--- src/design/srwc_pkg.sv ---
package srwc_pkg;

   // Table geometry.
   localparam int TABLE_DEPTH = 2048;
   localparam int IDX_W       = $clog2(TABLE_DEPTH);

   // Field widths.
   localparam int MODE_W     = 2;
   localparam int ADDR_W     = 64;
   localparam int LEN_W      = 32;
   localparam int FILL_W     = 8;
   localparam int CNT_W      = 11;
   localparam int REQ_DATA_W = 96;
   localparam int RSP_DATA_W = 120;

   // Operation codes carried in the request tuser.
   typedef enum logic [MODE_W-1:0] {
      MODE_CLEAR  = 2'd0,
      MODE_ADD    = 2'd1,
      MODE_ADJUST = 2'd2
   } mode_type;

   // Controller states.
   typedef enum logic [1:0] {
      ST_IDLE,
      ST_START,
      ST_END,
      ST_RESP
   } state_type;

   // Commands from the controller to the datapath.
   typedef struct packed {
      logic accept;     // a request transaction completes this cycle
      logic walk;       // the accepted request starts a table walk
      logic step_start; // apply the window-start check for the current entry
      logic step_end;   // apply the window-end check and advance the entry
      logic load_walk;  // move the walked window into the response register
   } cmd_type;

   // Status from the datapath to the controller.
   typedef struct packed {
      logic walk_needed; // adjust request with stored ranges and a nonzero window
      logic more;        // another entry must be visited after this one
      logic rsp_valid;   // the response register holds a result
   } status_type;

endpackage

--- src/design/srwc_ctrl.sv ---
module srwc_ctrl (
   input  logic                 clock,
   input  logic                 reset,
   input  logic                 req_tvalid,
   output logic                 req_tready,
   input  logic                 rsp_tready,
   input  srwc_pkg::status_type status,
   output srwc_pkg::cmd_type    cmd
);

   srwc_pkg::state_type state_ff, state_in;
   logic out_free;
   logic accept;

   // The response register can take a result when empty or being drained.
   assign out_free   = !status.rsp_valid || rsp_tready;
   assign req_tready = (state_ff == srwc_pkg::ST_IDLE) && out_free;
   assign accept     = req_tvalid && req_tready;

   // Next state.
   always_comb begin
      state_in = state_ff;
      case (state_ff)
         srwc_pkg::ST_IDLE: begin
            if (accept && status.walk_needed) begin
               state_in = srwc_pkg::ST_START;
            end
         end
         srwc_pkg::ST_START: begin
            state_in = srwc_pkg::ST_END;
         end
         srwc_pkg::ST_END: begin
            state_in = status.more ? srwc_pkg::ST_START : srwc_pkg::ST_RESP;
         end
         srwc_pkg::ST_RESP: begin
            if (out_free) begin
               state_in = srwc_pkg::ST_IDLE;
            end
         end
         default: begin
            state_in = srwc_pkg::ST_IDLE;
         end
      endcase
   end

   // Commands.
   always_comb begin
      cmd            = '0;
      cmd.accept     = accept;
      cmd.walk       = accept && status.walk_needed;
      cmd.step_start = (state_ff == srwc_pkg::ST_START);
      cmd.step_end   = (state_ff == srwc_pkg::ST_END);
      cmd.load_walk  = (state_ff == srwc_pkg::ST_RESP) && out_free;
   end

   // State register.
   always_ff @(posedge clock) begin
      if (reset) begin
         state_ff <= srwc_pkg::ST_IDLE;
      end else begin
         state_ff <= state_in;
      end
   end

endmodule

--- config.mk ---
export PLATFORM = sky130hd
export DESIGN_NAME = srwc_ctrl
export DESIGN_NICKNAME = d
export VERILOG_FILES = /design/src/design/srwc_pkg.sv /design/src/design/srwc_ctrl.sv
export SDC_FILE = /design/constraint.sdc
export NUM_CORES = 1
export LEC_CHECK = 0
export ABC_AREA = 1
export ABC_CLOCK_PERIOD_IN_PS = 1290
export CAP_MARGIN = 20
export CORE_AREA = 2 2 39 41
export CTS_CLUSTER_SIZE = 12
export DETAILED_ROUTE_END_ITERATION = 10
export DIE_AREA = 0 0 41 43
export DONT_BUFFER_PORTS = 1
export HOLD_SLACK_MARGIN = 0.05
export PLACE_DENSITY_LB_ADDON = 0.08
export SLEW_MARGIN = 25
export SYNTH_ARGS = -nofsm -noshare
export SYNTH_HDL_FRONTEND = slang
export SYNTH_SLANG_ARGS = --single-unit
--- constraint.sdc ---
create_clock -name clock -period 1.29 [get_ports clock]
set_input_delay 0.0645 -clock clock [delete_from_list [all_inputs] [get_ports clock]]
set_output_delay 0.0645 -clock clock [all_outputs]
set_load 0.02 [all_outputs]
==> results.txt, run 1 <==
The depth of the worst hold-timing path came out at 2. The worst setup path is captured at a primary output. The flop-to-flop setup slack came out at 420 ps. The flip-flop count of the largest register after layout came out at 2. For this run, design rule violations remaining after detail routing come to 0.

By startpoint and endpoint, the worst setup path is classified as register to primary output. The minimum period implied by the final worst setup slack came out at 1165 ps. The count of instances resized after the clock tree is built is 0. In the post-synthesis netlist, the biggest area contributors are dfxtp_1 (26%), inv_1 (17%), nor3_2 (13%), nor2_1 (12%), nand2_1 (7.2%). Using the TritonRoute via totals, the vias-per-cell ratio works out to 3.457. The buffering stage count on the worst path with inverters included came out at 2.

The number of placed instances, taps included, is 42. The startpoint of the most critical register-to-register path is state_ff[1]. The async set or reset register ratio after synthesis came out at 0. Compared with the post-synthesis result, the final layout area differs by 33.60%. The clock latency on the worst-skew pair came out at 220 ps. The first global-routing pass estimated 593 um of wire. The final hold violation count is 0. The total half-perimeter wirelength after legalization and detailed placement came out at about 350 um. In this run the post-CTS setup repair buffer count came out at 0. The H-tree depth is 1. The terminating pin of the worst hold path is state_ff[0].

Timing analysis after detailed placement gives a worst setup slack of 335.5 ps. The end of the worst register-to-register path is state_ff[1]. The total power consumption of the routed design came out at about 260 uW. The number of port buffers is 0. The number of vias in the routed layout came out at 159. The floorplan core area is 0.001384 mm2. The floorplan has 14 rows. The number of detailed-routing iterations run before antenna repair came out at 1. TritonCTS built the clock tree.

The tree is rooted in a clkbuf_4. The filler cell count came out at 166. During synthesis, Yosys emitted a total of 0 warnings. Setup repair after global routing left no endpoint under its margin. The count of nets left with antenna violations once routing finished came out at 0. The final setup violation count came out at 0. The overall track demand over capacity in global routing came out at 0.05311. The slowest library cell on the worst path is dfxtp_1. The type of the tightest min-delay check is primary input to register. Sorting the synthesized cells by how often they occur yields inv_1 (7), nor2_1 (5), nand2_1 (3). After synthesis, the mean cell area works out to roughly 6 um2.

The critical path data required time is 1230 ps. The synthesized netlist cell count came out at 26. The placer congestion estimate is about 0.59. Headroom to the max-slew limit came out at 0.7445. The vertical die dimension came out at 43 um. The number of antenna violations at the first check in global routing was 0. The number of global-route vias before repair is 165. The maximum number of pins on one net before global-route repair is 6.

The global-route congestion overflow total came out at 0. During I/O placement, the number of pins put on the boundary was 13. The worst IR drop on VDD came out at 283.0 uV. The fmax came out at ~860 MHz. Among all cell types in the netlist, the one instantiated most often is inv_1. STA classifies the critical path startpoint as a register. The final instance count without filler cells came out at between 40 and 50. The final count of pins violating max slew is 0. The most instantiated flip-flop cell in the synthesis netlist is dfxtp_1. On the critical path the largest part of the delay comes from flip-flops. The floorplan step defined a die boundary enclosing about 0.0018 mm2.

The worst-case clock skew is 0.1492 ps. The detailed-route wire length came out at about 400 um. The number of antenna diodes in the final layout is 0. The number of clock buffers added by TritonCTS is 3. The number of flip-flops and latches in the synthesized netlist is 2. The register bank with the most flops is state_ff. The initial standard-cell utilization of the core came out at 0.1130.

The routed length per placed instance came out at roughly 8.8 um. Yosys mapped the design onto 12 distinct sky130hd cell types. The number of max-cap violations is 0.

The proportion of layout cells with a drive suffix above 1 came out at 0.2667. The number of cells on the worst reg-to-reg path is 3. The maximum net fanout on the critical path came out at 5. The detailed router's first-iteration violation count is 0. The number of clock sinks seen by CTS is 2. The net count of the finished layout is 39. The width of the die is between 40 and 50 um. Clock-pin slew was measured on the worst setup and hold paths at 30 ps. The minimum setup slack in the final design is 124.6 ps. The worst path arrival time came out at 1100 ps. The biggest area consumer among synthesized cells is dfxtp_1.

At the end of the flow the core is filled with cells to 0.1510. The actual slew at the worst max-slew pin is 381.9 ps. The number of synthesized flops with an enable pin is 0. In the final layout, the registers with the most flip-flops are state_ff x2.

The signal on the critical path passes through inv_2 > nor3_2 > buf_4. Of the available clock period, the critical path in the final layout requires 0.9034. The final-layout setup total negative slack is 0 ps. No sink is reached through more buffers than the 2 on the longest clock path. The post-synthesis instance area is 156.4 um2. For this run, the slowest stage of the critical path takes 410 ps. The portion of synthesized cell area occupied by the leading cell type is 0.2560. Buffers inserted to repair hold after CTS numbered 1. In this run the power density over the cells is 1228 mW/mm2. The synthesized net count came out at 33. The flow ran to the end, and the final reports show no timing, DRC or antenna violations. The leakage power of the design came out at 0.0001131 uW. The worst hold path begins at status[2]. The proportion of synthesized chip area in sequential cells is 0.2560.
-- layout make-up --
class / instances / area (um2) / share of cell area
Multi-Input combinational cell: 15 / 78.83 / 0.3772
Tap cell: 16 / 20.02 / 0.09581
Timing Repair Buffer: 2 / 17.52 / 0.08383
Inverter: 8 / 30.03 / 0.1437
Clock buffer: 3 / 22.52 / 0.1078
Sequential cell: 2 / 40.04 / 0.1916
-- power breakdown --
part           leakage, uW  switching (uW)  internal [uW]
Clock            0.0000138            30.9            102
Combinational    0.0000829            37.6           14.4
Sequential       0.0000164            4.89           66.6
Total             0.000113            73.4            183
-- layer usage --
layer	part of all wire	global-route usage	vias up
li1	-	-	86
met1	0.35	0.05751	68
met2	0.56	0.07188	5
met3	0.086	0.01571	0
met4	0	0.06000	0
met5	0	0	-
-- stage by stage --
stage | hold WS [ps] | area, um2
after floorplan | 133.6 | 156.4
after global placement | 138.3 | 176.4
after detailed placement | 139.3 | 176.4
after CTS | 57.97 | 209.0
after global routing | 74.15 | 209.0
final | 55.03 | 209.0
-- cell families after synthesis --
family,share of synthesized area
and+or+nand+nor,0.4721
buffers and inverters,0.2400
AOI/OAI and AO/OA,0.03197
DFF,0.2560
-- cells in the final DEF, fill, tap and decap left out --
cell,instances
inv_1,7
nor2_1,5
nand2_1,3
clkbuf_4,3
nor3_2,2
dfxtp_1,2
nor2_2,1
and3_1,1
nand4_1,1
inv_2,1
nand3_1,1
a21oi_1,1
dlygate4sd3_1,1
buf_4,1
-- worst reg2reg max path, delay by kind of cell, from the launching register on --
family / cells / cell delay (ps)
flops: 1 / 410
simple gates: 2 / 280
buf+inv: 1 / 60
-- worst max path at each step --
stage,from,cells past startpoint,slack [ps],endpoint
after CTS,state_ff[1],3,100,cmd[0]
after global routing,state_ff[1],3,50,req_tready
after floorplan,state_ff[1],3,280,state_ff[1]
final,state_ff[1],3,120,cmd[0]
after detailed placement,state_ff[1],3,340,cmd[0]
after global placement,state_ff[1],3,350,cmd[0]
(Power assumes the default switching activity.)
==> run 2: changes to the inputs <==
ABC_CLOCK_PERIOD_IN_PS = 1450   (was 1290)
GPL_TIMING_DRIVEN = 0   (was default)
clock period = 1.45 ns   (was 1.29 ns; I/O delays follow)
==> run 2 against run 1 <==
Compared with the run above: flip-flop and latch count unchanged; non-clock buffer count is the same; register-to-register slack got worse by 70 ps; sequential power fell by 11%; sequential share of layout area did not move; combinational power shrank 4.8%; die area did not move; critical path depth fell by 1; final cell count unchanged; power fell by 8.7%; critical path type unchanged.
==> results.txt, run 2 (same netlist as run 1, synthesis figures left out) <==
The flow ran to the end, and the final reports show no timing, DRC or antenna violations. The register bank with the most flops is state_ff. The final instance count without filler cells is 46 (unchanged).

The number of buffers inserted to repair setup after CTS is 0 (unchanged). The placer congestion estimate is 0.5549 (-6.3%). The number of nets with antenna violations after routing was 0 (unchanged). The number of global-route vias before repair is 202 (+22%). The deepest clock path buffer count is 2 (unchanged). Derived from the worst setup path, the maximum achievable clock frequency is 831.7 MHz. The buffering stage count on the worst path with inverters included came to 1 (-1). The maximum number of pins on one net before global-route repair came out at 6 (unchanged). By startpoint and endpoint, the worst setup path is classified as register to primary output.

The number of clock sinks seen by CTS was 2 (unchanged). Leaving out fill and tap cells, the most frequent cells in the layout are inv_1 (7), nor2_1 (5), nand2_1 (3), clkbuf_4 (3). The worst IR drop on VDD came to 330.5 uV (+17%). The clock latency on the worst-skew pair was 220 ps (about the same). The final-layout setup total negative slack was 0 ps (unchanged). The vertical die dimension was 43 um (unchanged).

The row count came out at 14 (unchanged). TritonCTS built the clock tree. The number of antenna diodes came out at 0 (unchanged). The flip-flop count of the largest register after layout came to 2 (unchanged).

The worst hold-check slack is 63.29 ps (+8.263 ps). The flop-to-flop setup slack is 350 ps (-70 ps). The I/O pin total came out at 13 (unchanged). After layout, the minimum clock period comes to 1202 ps.

The clock-pin slew on the worst setup and hold paths came out at 30 ps (about the same). The width of the die is 41 um (unchanged). The overall track demand over capacity in global routing is 0.06106 (+0.007955). The global-route congestion overflow total was 0 (unchanged).

The filler cell count is 165 (-0.60%). The net count of the finished layout is 39 (unchanged). The actual slew at the worst max-slew pin is 474.2 ps (+92.34 ps). The number of detailed-routing iterations run before antenna repair is 1 (unchanged).

The cell sitting at the root of the clock tree is a clkbuf_4. The leakage power of the design came out at 0.0001127 uW (-0.35%). The via-per-instance ratio came out at 3.435 (-0.63%). The H-tree depth is 1 (unchanged). The synthesis-to-finish area growth was 33.60% (unchanged). The detailed-route wire length is 419 um (+3.2%). The minimum setup slack after placement is 327.5 ps (-8.049 ps).

The maximum net fanout on the critical path is 5 (unchanged). The floorplan core area is 0.001384 mm2 (unchanged). The slowest library cell on the worst path is nor3_2. The placed instance count is 42 (unchanged). The final count of pins violating max slew is 0 (unchanged). The relative max-transition margin came out at 0.6821 (-0.06234).

The kind of cell with the highest combined delay along the critical path is simple AND/OR/NAND/NOR gates. The placed instance area is 176.4 um2 (unchanged). The count of instances resized after the clock tree is built is 0 (unchanged). The portion of the clock cycle consumed by the worst path in the final layout came out at 0.8292. The critical path data required time is 1380 ps (+150 ps). The TritonCTS buffer count is 3 (unchanged). The critical path goes through inv_2 > nor3_2. The final hold violation count is 0 (unchanged). In the final layout, the registers with the most flip-flops are state_ff x2. The worst path arrival time is 1130 ps (+30 ps). The largest stage delay on the critical path is 430 ps (+20 ps). The wire length of the first global-routing pass came out at 683 um (+15%). The number of max-cap violations came to 0 (unchanged).

The minimum setup slack in the final design is 247.7 ps (+123.0 ps). The type of the tightest min-delay check is primary input to register. The number of vias in the routed layout came out at 158 (-0.63%). The sort of element at the end of the critical path is a primary output.

The total half-perimeter wirelength after legalization and detailed placement is 350.2 um (-1.3%). The number of hold-repair buffers added at the cts stage is 1 (unchanged). The number of antenna violations at the first check in global routing is 0 (unchanged). The proportion of layout cells with a drive suffix above 1 came out at 0.2667 (unchanged). The cell area power density is 1121 mW/mm2 (-8.7%). The worst-case clock skew is 0.4090 ps (+0.2598 ps). The worst setup path is launched from a register. Setup repair after global routing left no endpoint under its margin.

The floorplan die area came out at 0.001763 mm2 (unchanged). The library cell used most frequently in the layout, excluding fill and tap cells, is inv_1. The summed area of non-filler cells in the final layout is 209.0 um2 (unchanged). The detailed router's first-iteration violation count came out at 0 (unchanged).

The number of remaining DRC errors was 0 (unchanged). The final setup violation count came out at 0 (unchanged). The routed length per placed instance is 9.109 um (+3.2%).

The initial standard-cell utilization of the core is 0.1130 (unchanged). The number of port buffers is 0 (unchanged).
run 2: stage by stage:
step	util	total power (uW)
floorplan	-	106.4
detailed placement	0.1275	112.9
CTS	0.1510	246.5
finish	0.1510	234.3
global placement	0.1275	113.0
global route	0.1510	250.7
run 2: area by class of cell:
| class | count | area, um2 | area share |
|---|---|---|---|
| Tap cell | 16 | 20.02 | 0.09581 |
| Multi-Input combinational cell | 15 | 78.83 | 0.3772 |
| Inverter | 8 | 30.03 | 0.1437 |
| Sequential cell | 2 | 40.04 | 0.1916 |
| Buffer | 1 | 7.507 | 0.03593 |
| Clock buffer | 3 | 22.52 | 0.1078 |
| Timing Repair Buffer | 1 | 10.01 | 0.04790 |
run 2: worst register-to-register path: cells and delay by family (launching register included):
| family | cells | cell delay, ps |
|---|---|---|
| buffers and inverters | 1 | 60 |
| flip-flops | 1 | 410 |
| AND/OR/NAND/NOR | 2 | 490 |
run 2: routing by layer:
| metal | share of wire | GRT usage | vias up |
|---|---|---|---|
| met5 | 0 | 0 | - |
| met2 | 0.58 | 0.1031 | 6 |
| li1 | - | - | 84 |
| met1 | 0.30 | 0.03822 | 68 |
| met4 | 0 | 0.08000 | 0 |
| met3 | 0.12 | 0.02094 | 0 |
run 2: path summary, 6_finish.rpt:
check,start,endpoint,cells after the start
worst min register to register,state_ff[0],state_ff[1],2
worst min-delay path,status[2],state_ff[0],2
worst max-delay path,state_ff[1],cmd[0],2
worst max register to register,state_ff[1],state_ff[1],3
run 2: report_power, final:
part	switching (uW)	internal (uW)	leakage, uW
Sequential	4.41	59.2	0.0000164
Clock	29.9	91.2	0.0000138
Combinational	33.8	15.7	0.0000825
Total	68.2	166	0.000113
